[src/sv/fwa_pkg.sv]
// ----------------------------------------------------------------------------
// fwa_pkg: shared definitions for the fork waiter arbiter
// Field widths, request codes and the controller/datapath command and status
// structs.
// ----------------------------------------------------------------------------
`default_nettype none

package fwa_pkg;

  localparam int unsigned TYPE_W   = 2;
  localparam int unsigned ID_W     = 4;
  localparam int unsigned CFG_W    = 5;
  localparam int unsigned HELD_W   = 5;

  localparam int unsigned DEF_MAX_REQ = 16;

  localparam logic [CFG_W-1:0]  NUM_RESET = 5'd5;
  localparam logic [HELD_W-1:0] HELD_MAX  = 5'd31;

  localparam logic [TYPE_W-1:0] REQ_LEFT    = 2'd0;
  localparam logic [TYPE_W-1:0] REQ_RIGHT   = 2'd1;
  localparam logic [TYPE_W-1:0] REQ_RELEASE = 2'd2;
  localparam logic [TYPE_W-1:0] REQ_NONE    = 2'd3;

  localparam logic KIND_LEFT  = 1'b0;
  localparam logic KIND_RIGHT = 1'b1;

  typedef struct packed {
    logic capture;
    logic src_queue;
    logic take;
    logic emit_direct;
    logic append;
    logic release_both;
    logic scan_start;
    logic scan_adv;
    logic keep;
    logic hold_load;
    logic push_mid;
    logic push_last;
    logic finish;
  } cmd_t;

  typedef struct packed {
    logic [TYPE_W-1:0] req_type;
    logic              in_ring;
    logic              take_ok;
    logic              fill_full;
    logic              scan_end;
    logic              hold_vld;
    logic              out_free;
  } sts_t;

endpackage

`default_nettype wire

[src/sv/fwa_req_if.sv]
// ----------------------------------------------------------------------------
// fwa_req_if: request channel
// Valid/ready channel carrying one request transaction.
// ----------------------------------------------------------------------------
`default_nettype none

interface fwa_req_if;
  import fwa_pkg::*;

  logic              valid;
  logic              ready;
  logic [TYPE_W-1:0] req_type;
  logic [ID_W-1:0]   requester;

  modport source (output valid, output req_type, output requester, input ready);
  modport sink   (input valid, input req_type, input requester, output ready);
endinterface

`default_nettype wire

[src/sv/fwa_grant_if.sv]
// ----------------------------------------------------------------------------
// fwa_grant_if: grant channel
// Valid/ready channel carrying one grant transaction.
// ----------------------------------------------------------------------------
`default_nettype none

interface fwa_grant_if;
  import fwa_pkg::*;

  logic            valid;
  logic            ready;
  logic [ID_W-1:0] grant_to;
  logic            last;

  modport source (output valid, output grant_to, output last, input ready);
  modport sink   (input valid, input grant_to, input last, output ready);
endinterface

`default_nettype wire

[src/sv/fwa_cfg_if.sv]
// ----------------------------------------------------------------------------
// fwa_cfg_if: configuration write channel
// Valid/ready channel carrying the ring size register write data.
// ----------------------------------------------------------------------------
`default_nettype none

interface fwa_cfg_if;
  import fwa_pkg::*;

  logic             valid;
  logic             ready;
  logic [CFG_W-1:0] data;

  modport source (output valid, output data, input ready);
  modport sink   (input valid, input data, output ready);
endinterface

`default_nettype wire

[src/sv/fwa_ctrl.sv]
// ----------------------------------------------------------------------------
// fwa_ctrl: arbiter sequencer
// Accepts a request, evaluates it, and walks the pending queue on a release.
// ----------------------------------------------------------------------------
`default_nettype none

module fwa_ctrl (
  input  wire logic          clk_i,
  input  wire logic          rst_ni,
  input  wire logic          in_valid_i,
  output logic               in_ready_o,
  input  wire fwa_pkg::sts_t sts_i,
  output fwa_pkg::cmd_t      cmd_o
);
  import fwa_pkg::*;

  localparam logic [1:0] S_IDLE = 2'd0;
  localparam logic [1:0] S_EVAL = 2'd1;
  localparam logic [1:0] S_SCAN = 2'd2;

  logic [1:0] state_q, state_d;

  always_comb begin
    cmd_o      = '0;
    state_d    = state_q;
    in_ready_o = (state_q == S_IDLE);
    unique case (state_q)
      S_IDLE: begin
        if (in_valid_i) begin
          cmd_o.capture = 1'b1;
          state_d       = S_EVAL;
        end
      end
      S_EVAL: begin
        if (!sts_i.in_ring || sts_i.req_type == REQ_NONE) begin
          state_d = S_IDLE;
        end else if (sts_i.req_type == REQ_RELEASE) begin
          cmd_o.release_both = 1'b1;
          cmd_o.scan_start   = 1'b1;
          state_d            = S_SCAN;
        end else if (sts_i.take_ok) begin
          // hold the decision until the output register can take the grant
          if (sts_i.out_free) begin
            cmd_o.take        = 1'b1;
            cmd_o.emit_direct = 1'b1;
            state_d           = S_IDLE;
          end
        end else begin
          cmd_o.append = !sts_i.fill_full;
          state_d      = S_IDLE;
        end
      end
      S_SCAN: begin
        cmd_o.src_queue = 1'b1;
        if (sts_i.scan_end) begin
          if (!sts_i.hold_vld) begin
            cmd_o.finish = 1'b1;
            state_d      = S_IDLE;
          end else if (sts_i.out_free) begin
            cmd_o.push_last = 1'b1;
            cmd_o.finish    = 1'b1;
            state_d         = S_IDLE;
          end
        end else if (sts_i.take_ok) begin
          // the previous grant leaves as a non-final one
          if (!sts_i.hold_vld || sts_i.out_free) begin
            cmd_o.take      = 1'b1;
            cmd_o.scan_adv  = 1'b1;
            cmd_o.hold_load = 1'b1;
            cmd_o.push_mid  = sts_i.hold_vld;
          end
        end else begin
          cmd_o.keep     = 1'b1;
          cmd_o.scan_adv = 1'b1;
        end
      end
      default: state_d = S_IDLE;
    endcase
  end

  always_ff @(posedge clk_i or negedge rst_ni) begin
    if (!rst_ni) begin
      state_q <= S_IDLE;
    end else begin
      state_q <= state_d;
    end
  end

endmodule

`default_nettype wire

[src/sv/fwa_datapath.sv]
// ----------------------------------------------------------------------------
// fwa_datapath: resource state, pending queue and grant output
// Busy bits, held count, queue memory with compacting scan pointers, the
// pending-grant holding register and the output register.
// ----------------------------------------------------------------------------
`default_nettype none

module fwa_datapath #(
  parameter int unsigned MaxRequesters = fwa_pkg::DEF_MAX_REQ
) (
  input  wire logic                       clk_i,
  input  wire logic                       rst_ni,
  input  wire fwa_pkg::cmd_t              cmd_i,
  output fwa_pkg::sts_t                   sts_o,
  input  wire logic [fwa_pkg::TYPE_W-1:0] req_type_i,
  input  wire logic [fwa_pkg::ID_W-1:0]   requester_i,
  input  wire logic                       cfg_we_i,
  input  wire logic [fwa_pkg::CFG_W-1:0]  cfg_data_i,
  output logic                            out_valid_o,
  input  wire logic                       out_ready_i,
  output logic [fwa_pkg::ID_W-1:0]        grant_to_o,
  output logic                            last_o
);
  import fwa_pkg::*;

  localparam int unsigned QAW   = (MaxRequesters > 1) ? $clog2(MaxRequesters) : 1;
  localparam int unsigned QCW   = $clog2(MaxRequesters + 1);
  localparam int unsigned NMax  = (MaxRequesters > 31) ? 31 : MaxRequesters;
  localparam int unsigned BusyW = NMax;
  localparam int unsigned ResW  = (BusyW > 1) ? $clog2(BusyW) : 1;
  localparam int unsigned EntW  = ID_W + 1;

  localparam logic [CFG_W-1:0] RingMax = CFG_W'(NMax);
  localparam logic [CFG_W-1:0] RingMin = CFG_W'(2);
  localparam logic [QCW-1:0]   QDepth  = QCW'(MaxRequesters);

  logic [CFG_W-1:0]  num_q;
  logic [BusyW-1:0]  busy_q, busy_d;
  logic [HELD_W-1:0] held_q, held_d;
  logic [QCW-1:0]    fill_q, fill_d;
  logic [QCW-1:0]    rd_q, rd_d;
  logic [QCW-1:0]    wr_q, wr_d;
  logic [TYPE_W-1:0] req_type_q;
  logic [ID_W-1:0]   req_who_q;
  logic [ID_W-1:0]   hold_q;
  logic              hold_vld_q, hold_vld_d;
  logic              out_vld_q, out_vld_d;
  logic [ID_W-1:0]   out_to_q;
  logic              out_last_q;

  logic [EntW-1:0]   queue_mem [MaxRequesters];
  logic [EntW-1:0]   rdata_q;
  logic              mem_we;
  logic [QAW-1:0]    mem_waddr;
  logic [EntW-1:0]   mem_wdata;

  logic [CFG_W-1:0]  ring_n;
  logic              src_kind;
  logic [ID_W-1:0]   src_who;
  logic [CFG_W-1:0]  src_next;
  logic [CFG_W-1:0]  src_right;
  logic [CFG_W-1:0]  src_res;
  logic              src_in_ring;
  logic              src_hit;
  logic              left_block;
  logic              take_ok;
  logic [BusyW-1:0]  take_mask;
  logic [BusyW-1:0]  rel_mask;
  logic              out_free;

  // clamp the ring size into the supported range
  always_comb begin
    if (num_q < RingMin) begin
      ring_n = RingMin;
    end else if (num_q > RingMax) begin
      ring_n = RingMax;
    end else begin
      ring_n = num_q;
    end
  end

  // shared take check: captured request or queue head under scan
  assign src_kind    = cmd_i.src_queue ? rdata_q[ID_W] : req_type_q[0];
  assign src_who     = cmd_i.src_queue ? rdata_q[ID_W-1:0] : req_who_q;
  assign src_next    = {1'b0, src_who} + CFG_W'(1);
  assign src_right   = (src_next == ring_n) ? '0 : src_next;
  assign src_res     = (src_kind == KIND_RIGHT) ? src_right : {1'b0, src_who};
  assign src_in_ring = ({1'b0, src_who} < ring_n);
  assign src_hit     = busy_q[src_res[ResW-1:0]];
  assign left_block  = (src_kind == KIND_LEFT) && (held_q >= (ring_n - CFG_W'(1)));
  assign take_ok     = src_in_ring && !src_hit && !left_block;

  assign take_mask = BusyW'(1) << src_res;
  assign rel_mask  = (BusyW'(1) << req_who_q) | (BusyW'(1) << src_right);

  assign out_free = !out_vld_q || out_ready_i;

  always_comb begin
    busy_d = busy_q;
    held_d = held_q;
    if (cmd_i.release_both) begin
      busy_d = busy_q & ~rel_mask;
      held_d = (held_q >= HELD_W'(2)) ? held_q - HELD_W'(2) : '0;
    end else if (cmd_i.take) begin
      busy_d = busy_q | take_mask;
      held_d = (held_q == HELD_MAX) ? held_q : held_q + HELD_W'(1);
    end
  end

  // read pointer walks every entry once; write pointer compacts survivors
  always_comb begin
    rd_d   = rd_q;
    wr_d   = wr_q;
    fill_d = fill_q;
    if (cmd_i.scan_start) begin
      rd_d = '0;
      wr_d = '0;
    end else begin
      if (cmd_i.scan_adv) rd_d = rd_q + QCW'(1);
      if (cmd_i.keep)     wr_d = wr_q + QCW'(1);
    end
    if (cmd_i.append) begin
      fill_d = fill_q + QCW'(1);
    end else if (cmd_i.finish) begin
      fill_d = wr_q;
    end
  end

  always_comb begin
    mem_we    = cmd_i.append || cmd_i.keep;
    mem_waddr = cmd_i.keep ? wr_q[QAW-1:0] : fill_q[QAW-1:0];
    mem_wdata = cmd_i.keep ? rdata_q : {req_type_q[0], req_who_q};
  end

  always_ff @(posedge clk_i) begin
    if (mem_we) queue_mem[mem_waddr] <= mem_wdata;
    rdata_q <= queue_mem[rd_d[QAW-1:0]];
  end

  always_comb begin
    hold_vld_d = hold_vld_q;
    if (cmd_i.hold_load) begin
      hold_vld_d = 1'b1;
    end else if (cmd_i.finish) begin
      hold_vld_d = 1'b0;
    end
  end

  always_comb begin
    out_vld_d = out_vld_q && !out_ready_i;
    if (cmd_i.emit_direct || cmd_i.push_mid || cmd_i.push_last) out_vld_d = 1'b1;
  end

  always_ff @(posedge clk_i or negedge rst_ni) begin
    if (!rst_ni) begin
      num_q      <= NUM_RESET;
      busy_q     <= '0;
      held_q     <= '0;
      fill_q     <= '0;
      rd_q       <= '0;
      wr_q       <= '0;
      hold_vld_q <= 1'b0;
      out_vld_q  <= 1'b0;
    end else begin
      if (cfg_we_i) num_q <= cfg_data_i;
      busy_q     <= busy_d;
      held_q     <= held_d;
      fill_q     <= fill_d;
      rd_q       <= rd_d;
      wr_q       <= wr_d;
      hold_vld_q <= hold_vld_d;
      out_vld_q  <= out_vld_d;
    end
  end

  always_ff @(posedge clk_i) begin
    if (cmd_i.capture) begin
      req_type_q <= req_type_i;
      req_who_q  <= requester_i;
    end
    if (cmd_i.hold_load) hold_q <= src_who;
    if (cmd_i.emit_direct) begin
      out_to_q   <= req_who_q;
      out_last_q <= 1'b1;
    end else if (cmd_i.push_mid) begin
      out_to_q   <= hold_q;
      out_last_q <= 1'b0;
    end else if (cmd_i.push_last) begin
      out_to_q   <= hold_q;
      out_last_q <= 1'b1;
    end
  end

  always_comb begin
    sts_o.req_type  = req_type_q;
    sts_o.in_ring   = ({1'b0, req_who_q} < ring_n);
    sts_o.take_ok   = take_ok;
    sts_o.fill_full = (fill_q == QDepth);
    sts_o.scan_end  = (rd_q == fill_q);
    sts_o.hold_vld  = hold_vld_q;
    sts_o.out_free  = out_free;
  end

  assign out_valid_o = out_vld_q;
  assign grant_to_o  = out_to_q;
  assign last_o      = out_last_q;

  a_fill_bound: assert property (@(posedge clk_i) disable iff (!rst_ni)
    fill_q <= QDepth)
    else $error("pending queue fill beyond depth");

  a_held_le_busy: assert property (@(posedge clk_i) disable iff (!rst_ni)
    $countones(busy_q) >= int'(held_q))
    else $error("held count exceeds busy resources");

  // pointers are only meaningful while a scan runs
  a_ptr_order: assert property (@(posedge clk_i) disable iff (!rst_ni)
    cmd_i.src_queue |-> ((wr_q <= rd_q) && (rd_q <= fill_q)))
    else $error("scan pointers out of order");

  a_last_needs_hold: assert property (@(posedge clk_i) disable iff (!rst_ni)
    cmd_i.push_last |-> (hold_vld_q && out_free))
    else $error("final grant pushed without a held grant or free output");

  a_push_drops_hold: assert property (@(posedge clk_i) disable iff (!rst_ni)
    cmd_i.finish |=> !hold_vld_q)
    else $error("held grant survives end of scan");

endmodule

`default_nettype wire

[src/sv/fork_waiter_arbiter.sv]
// ----------------------------------------------------------------------------
// fork_waiter_arbiter: waiter arbiter for a ring of requesters and resources
// Grants left/right resource requests, queues denied ones, and rescans the
// queue in order after every release.
// ----------------------------------------------------------------------------
// Usage:
//   req_i   - request transactions (req_type, requester). Ready is high only
//             while the sequencer is idle; one request is handled at a time.
//   grant_o - grant transactions (grant_to, last); last marks the final grant
//             caused by one request. A request may cause none.
//   cfg_i   - ring size writes, always ready; write only while idle.
// Timing: a left/right request is accepted, then evaluated, and its grant is
//   registered into the output register. A release is accepted, evaluated,
//   and then scans the pending requests in the queue memory at one entry per
//   cycle while no held grant waits for the output register, ending the scan.
//   Each scan grant is held back until the next one so the final one can carry last.
// Stall: a stalled grant stays in the output register; the sequencer pauses
//   only when it must load a new grant while the register is still full.
// Reset: all resources free, held count zero, queue empty, ring size 5.
// ----------------------------------------------------------------------------
`default_nettype none

module fork_waiter_arbiter #(
  parameter int unsigned MaxRequesters = fwa_pkg::DEF_MAX_REQ
) (
  input  wire logic   clk_i,
  input  wire logic   rst_ni,
  fwa_req_if.sink     req_i,
  fwa_grant_if.source grant_o,
  fwa_cfg_if.sink     cfg_i
);
  import fwa_pkg::*;

  cmd_t cmd;
  sts_t sts;
  logic in_ready;

  assign req_i.ready = in_ready;
  assign cfg_i.ready = 1'b1;

  fwa_ctrl u_ctrl (
    .clk_i      (clk_i),
    .rst_ni     (rst_ni),
    .in_valid_i (req_i.valid),
    .in_ready_o (in_ready),
    .sts_i      (sts),
    .cmd_o      (cmd)
  );

  fwa_datapath #(
    .MaxRequesters (MaxRequesters)
  ) u_datapath (
    .clk_i       (clk_i),
    .rst_ni      (rst_ni),
    .cmd_i       (cmd),
    .sts_o       (sts),
    .req_type_i  (req_i.req_type),
    .requester_i (req_i.requester),
    .cfg_we_i    (cfg_i.valid),
    .cfg_data_i  (cfg_i.data),
    .out_valid_o (grant_o.valid),
    .out_ready_i (grant_o.ready),
    .grant_to_o  (grant_o.grant_to),
    .last_o      (grant_o.last)
  );

endmodule

`default_nettype wire

[src/flat_wrapper.sv]
// flat-port wrapper written by rule: the top's interface ports become plain ports
module fork_waiter_arbiter_flat import fwa_pkg::*;
#(
  parameter int unsigned MaxRequesters = fwa_pkg::DEF_MAX_REQ
)
  (clk_i, rst_ni, req_i_valid, req_i_req_type, req_i_requester, req_i_ready, grant_o_valid, grant_o_grant_to, grant_o_last, grant_o_ready, cfg_i_valid, cfg_i_data, cfg_i_ready);
  fwa_req_if req_i_i ();
  fwa_grant_if grant_o_i ();
  fwa_cfg_if cfg_i_i ();
  input  wire logic clk_i;
  input  wire logic rst_ni;
  input wire logic [$bits(req_i_i.valid)-1:0] req_i_valid;
  input wire logic [$bits(req_i_i.req_type)-1:0] req_i_req_type;
  input wire logic [$bits(req_i_i.requester)-1:0] req_i_requester;
  output wire logic [$bits(req_i_i.ready)-1:0] req_i_ready;
  output wire logic [$bits(grant_o_i.valid)-1:0] grant_o_valid;
  output wire logic [$bits(grant_o_i.grant_to)-1:0] grant_o_grant_to;
  output wire logic [$bits(grant_o_i.last)-1:0] grant_o_last;
  input wire logic [$bits(grant_o_i.ready)-1:0] grant_o_ready;
  input wire logic [$bits(cfg_i_i.valid)-1:0] cfg_i_valid;
  input wire logic [$bits(cfg_i_i.data)-1:0] cfg_i_data;
  output wire logic [$bits(cfg_i_i.ready)-1:0] cfg_i_ready;
  assign req_i_i.valid = req_i_valid;
  assign req_i_i.req_type = req_i_req_type;
  assign req_i_i.requester = req_i_requester;
  assign req_i_ready = req_i_i.ready;
  assign grant_o_valid = grant_o_i.valid;
  assign grant_o_grant_to = grant_o_i.grant_to;
  assign grant_o_last = grant_o_i.last;
  assign grant_o_i.ready = grant_o_ready;
  assign cfg_i_i.valid = cfg_i_valid;
  assign cfg_i_i.data = cfg_i_data;
  assign cfg_i_ready = cfg_i_i.ready;
  fork_waiter_arbiter #(.MaxRequesters(MaxRequesters)) u_core (.clk_i(clk_i), .rst_ni(rst_ni), .req_i(req_i_i), .grant_o(grant_o_i), .cfg_i(cfg_i_i));
endmodule
[config.mk]
export PLATFORM = sky130hd
export DESIGN_NAME = fork_waiter_arbiter_flat
export DESIGN_NICKNAME = d
export VERILOG_FILES = /design/src/sv/fwa_pkg.sv /design/src/sv/fwa_req_if.sv /design/src/sv/fwa_grant_if.sv /design/src/sv/fwa_cfg_if.sv /design/src/sv/fwa_ctrl.sv /design/src/sv/fwa_datapath.sv /design/src/sv/fork_waiter_arbiter.sv /design/src/flat_wrapper.sv
export SDC_FILE = /design/constraint.sdc
export NUM_CORES = 1
export LEC_CHECK = 0
export ABC_AREA = 1
export BUFFER_PORTS_ARGS = -buffer_cell sky130_fd_sc_hd__buf_2
export CORE_MARGIN = 5
export CORE_UTILIZATION = 45
export CTS_CLUSTER_SIZE = 14
export DETAILED_ROUTE_END_ITERATION = 8
export GPL_TIMING_DRIVEN = 0
export SKIP_LAST_GASP = 1
export SLEW_MARGIN = 10
export SYNTH_ARGS = -nofsm -noshare
export SYNTH_HDL_FRONTEND = slang
export SYNTH_SLANG_ARGS = --single-unit
[constraint.sdc]
create_clock -name clk_i -period 3.75 [get_ports clk_i]
set_clock_uncertainty 0.2 [all_clocks]
set_input_delay 0.1875 -clock clk_i [delete_from_list [all_inputs] [get_ports clk_i]]
set_output_delay 0.1875 -clock clk_i [all_outputs]
set_load 0.02 [all_outputs]
==> results.yml <==
placement:
  dp.cells: 1136
  place_congestion: 0.906
  detailed_place_hpwl_mm: 14.7
  portBuffers: 21
  place_ws_ps: -561
logic_synthesis:
  synth_top_cell_area_share: 0.356
  synth_ff_type: "edfxtp_1"
  syn_inst: 890
  synth-edff-count: 94
  async_flop_share: 0.310
  synth_area_leaders: "edfxtp_1 (36%), dfrtp_1 (14%), nand2_1 (9.7%)"
  netlist_area_mm2: 0.00792
  yosysSeqAreaShare: 0.514
  syn_nets: 932
  ys_ff_latch: 145
  yosysMostFrequentCell: "nand2_1"
  yosys-top-cells-count: "nand2_1 (205), nand3_1 (113), inv_1 (102), edfxtp_1 (94), o21ai_0 (61)"
  synth_warnings: 0
  yosys.cell_types.count: 47
  synth_top_area_cell: "edfxtp_1"
  avgSynthCellArea_um2: 8.90
timing:
  rsz0062_at_grt: "true"
  worstMarginPinSlew_ps: 720
  final_max_slew_viol_count: 0
  hold_viol_final: 13
  period_share: 1.07
  slew_headroom: 0.520
  layout_min_cycle_time_ps: 4000
  max_clock_freq_ghz: 0.250
  setup_ws_ps: -248
  fin_setup_tns_ps: -28430
  hold_slack_ps: -15.9
  setup_viol: 181
floorplanning:
  core_mm2: 0.0173
  initial_core_util: 0.458
  core.rowCount: 48
  die_w_um: 143
  dieArea_mm2: 0.0204
  io_pins: 24
  die_y_um: 143
worst_setup_path:
  reg2reg_depth: 27
  endpoint: "u_core.u_datapath.queue_mem[3][3]$_DFFE_PP_"
  r2r-start: "u_core.u_ctrl.state_q[0]$_DFFE_PN0P_"
  crit_fanout: 8
  worst_ep_arrival_time_ps: 3940
  cp-start-kind: "register"
  setup.worst_path.end_class: "register"
  cp-startpoint: "u_core.u_ctrl.state_q[0]$_DFFE_PN0P_"
  r2r-end: "u_core.u_datapath.queue_mem[3][3]$_DFFE_PP_"
  critical_path_class: "reg2reg"
  rrSetupSlack_ps: -250
  worstPathRequired_ps: 3690
routing:
  wl_per_cell_um: 18.4
  drt-pass1-iter-count: 6
  totalWireLength_mm: 23.1
  routed_via_density: 5.56
  ant_nets: 0
  drtIter0Drc: 664
  vias: 6981
  drc: 0
run_status:
  status: "complete, but fails checks"
  failed_checks: "negative hold slack, negative setup slack"
pwr:
  irDropWorstVdd_mv: 0.452
  p_leak_uw: 0.00452
  powerDensity_mw_per_mm2: 761
run:
  maxCapViolations: 0
clock_network:
  cts_made_buffers: 17
  cts_max_level: 4
  cts_root_buf: "clkbuf_16"
  clock_path_buffers: 2
  insertion_delay_ps: 450
  clkSlewWorstSetupHoldPaths_ps: 70
  clkSinkCount: 145
  cts_tree: "yes"
grt:
  antenna_found_initial: 0
  grt_pass1_wl_mm: 36.0
  grt_max_degree: 46
  grt_pass1_vias: 6710
  gr-usage-all-layers: 0.229
  overflow: 0
finish:
  diodes: 0
  nets: 1060
  drive_gt1_frac: 0.289
  layoutNonFillerInstCount: 1256
  area_growth_pct: 34.0
worst_hold_path:
  hold_path.class: "in2async"
[flip-flops by register name (all words and copies together) (netlist names)]
name and count:
u_core.u_ctrl.state_q 2, u_core.u_datapath.busy_q 16, u_core.u_datapath.fill_q 5, u_core.u_datapath.grant_to_o 4, u_core.u_datapath.held_q 5, u_core.u_datapath.hold_q 4
u_core.u_datapath.hold_vld_q 1, u_core.u_datapath.last_o 1, u_core.u_datapath.num_q 5, u_core.u_datapath.out_valid_o 1, u_core.u_datapath.queue_mem 80, u_core.u_datapath.rd_q 5
u_core.u_datapath.rdata_q 5, u_core.u_datapath.req_type_q 2, u_core.u_datapath.req_who_q 4, u_core.u_datapath.wr_q 5
[area by class of cell]
type / count / area, um2
fill: 1434 / 6680
sequential: 145 / 4070
multi-input combinational: 597 / 3880
timing repair buffer: 109 / 986
inverter: 115 / 445
clock buffer: 17 / 425
buffer: 33 / 323
tap: 225 / 282
clock inverter: 15 / 201
[what timing repair did]
item | 4_1_cts | 5_1_grt
pin swaps | 41 | 46
gates resized for setup | 72 | 55
hold buffers | 21 | 0
cloned | 2 | 3
endpoints found under the hold margin | 58 | 0
buffers inserted | 55 | 7
endpoints found under the setup margin | 212 | 205
[worst max-delay path, stage by stage (launching register included)]
cell and delay [ps]:
dfrtp_1 400, inv_2 90, ha_4 180, buf_12 140, nand2_8 50, o21ai_4 80
ha_4 180, buf_6 110, nand3_4 80, nand2_2 90, nand2_2 60, nand2_2 90
nor2_4 50, nand2_4 110, nand3_4 120, nand2_4 110, buf_6 130, nand2_1 60
nand2_1 60, nand2_1 60, nand3_2 80, nand3_2 90, nand3_4 120, nand2_8 110
buf_4 180, o21ai_4 230, nand3_4 200, nor2_4 240
[routing by layer]
metal	routed length, um	up-vias	GRT usage
li1	-	3322	-
met4	692	0	0.0990
met3	1610	60	0.0439
met2	10500	301	0.348
met5	0	-	0
met1	10300	3298	0.321
[layout by cell type, fill, tap and decap left out, drive strengths merged, types with 3 or more instances in the layout]
master       Yosys  final
nand2          220    220
nand3          120    120
inv            113    119
buf             25    110
edfxtp          94     94
o21ai           66     66
nor2            47     47
nand4           44     44
dfrtp           43     43
clkbuf           8     28
ha              26     26
dlygate4sd3      0     21
o22ai           14     14
a21oi           14     14
clkinv           2     11
nor3             9      9
xor2             8      8
dfxtp            6      6
o21a             4      4
o211ai           3      3
xnor2            3      3
o221ai           3      3
mux2             3      3
[report_power, final]
part / total [uW] / internal, uW / switching, uW
combinational: 4010 / 1550 / 2460
sequential: 2320 / 2070 / 251
clock: 1760 / 915 / 844
total: 8080 / 4530 / 3550
[cell families (layout without fill, tap and decap cells)]
group           after synthesis  after routing  share of synthesized area
compound gates              112            112                     0.0833
simple gates                444            444                      0.264
flops                       145            145                      0.514
xor+xnor                     11             11                     0.0122
buf+inv                     148            289                     0.0803
fa+ha+maj                    26             26                     0.0411
other cells                   1              1                   0.000474
mux                           3              3                    0.00427
[how the worst min path moves through the flow]
stage	endpoint	slack (ps)
3_5_place_dp	u_core.u_datapath.req_who_q[0]$_DFFE_PP_	170
2_1_floorplan	u_core.u_ctrl.state_q[0]$_DFFE_PN0P_	-310
3_3_place_gp	u_core.u_datapath.req_who_q[0]$_DFFE_PP_	170
5_1_grt	u_core.u_datapath.rd_q[4]$_DFFE_PN0P_	20
6_report	u_core.u_datapath.rd_q[4]$_DFFE_PN0P_	-20
4_1_cts	u_core.u_datapath.req_who_q[0]$_DFFE_PP_	250
[through the flow]
stage | util | total power (uW) | cell area, um2
after floorplan | - | 4590 | 8250
after global placement | 0.499 | 5390 | 8630
after detailed placement | 0.500 | 5420 | 8660
after CTS | 0.593 | 7730 | 10300
after global routing | 0.614 | 8540 | 10600
final | 0.614 | 8080 | 10600
(Power assumes the default switching activity.)
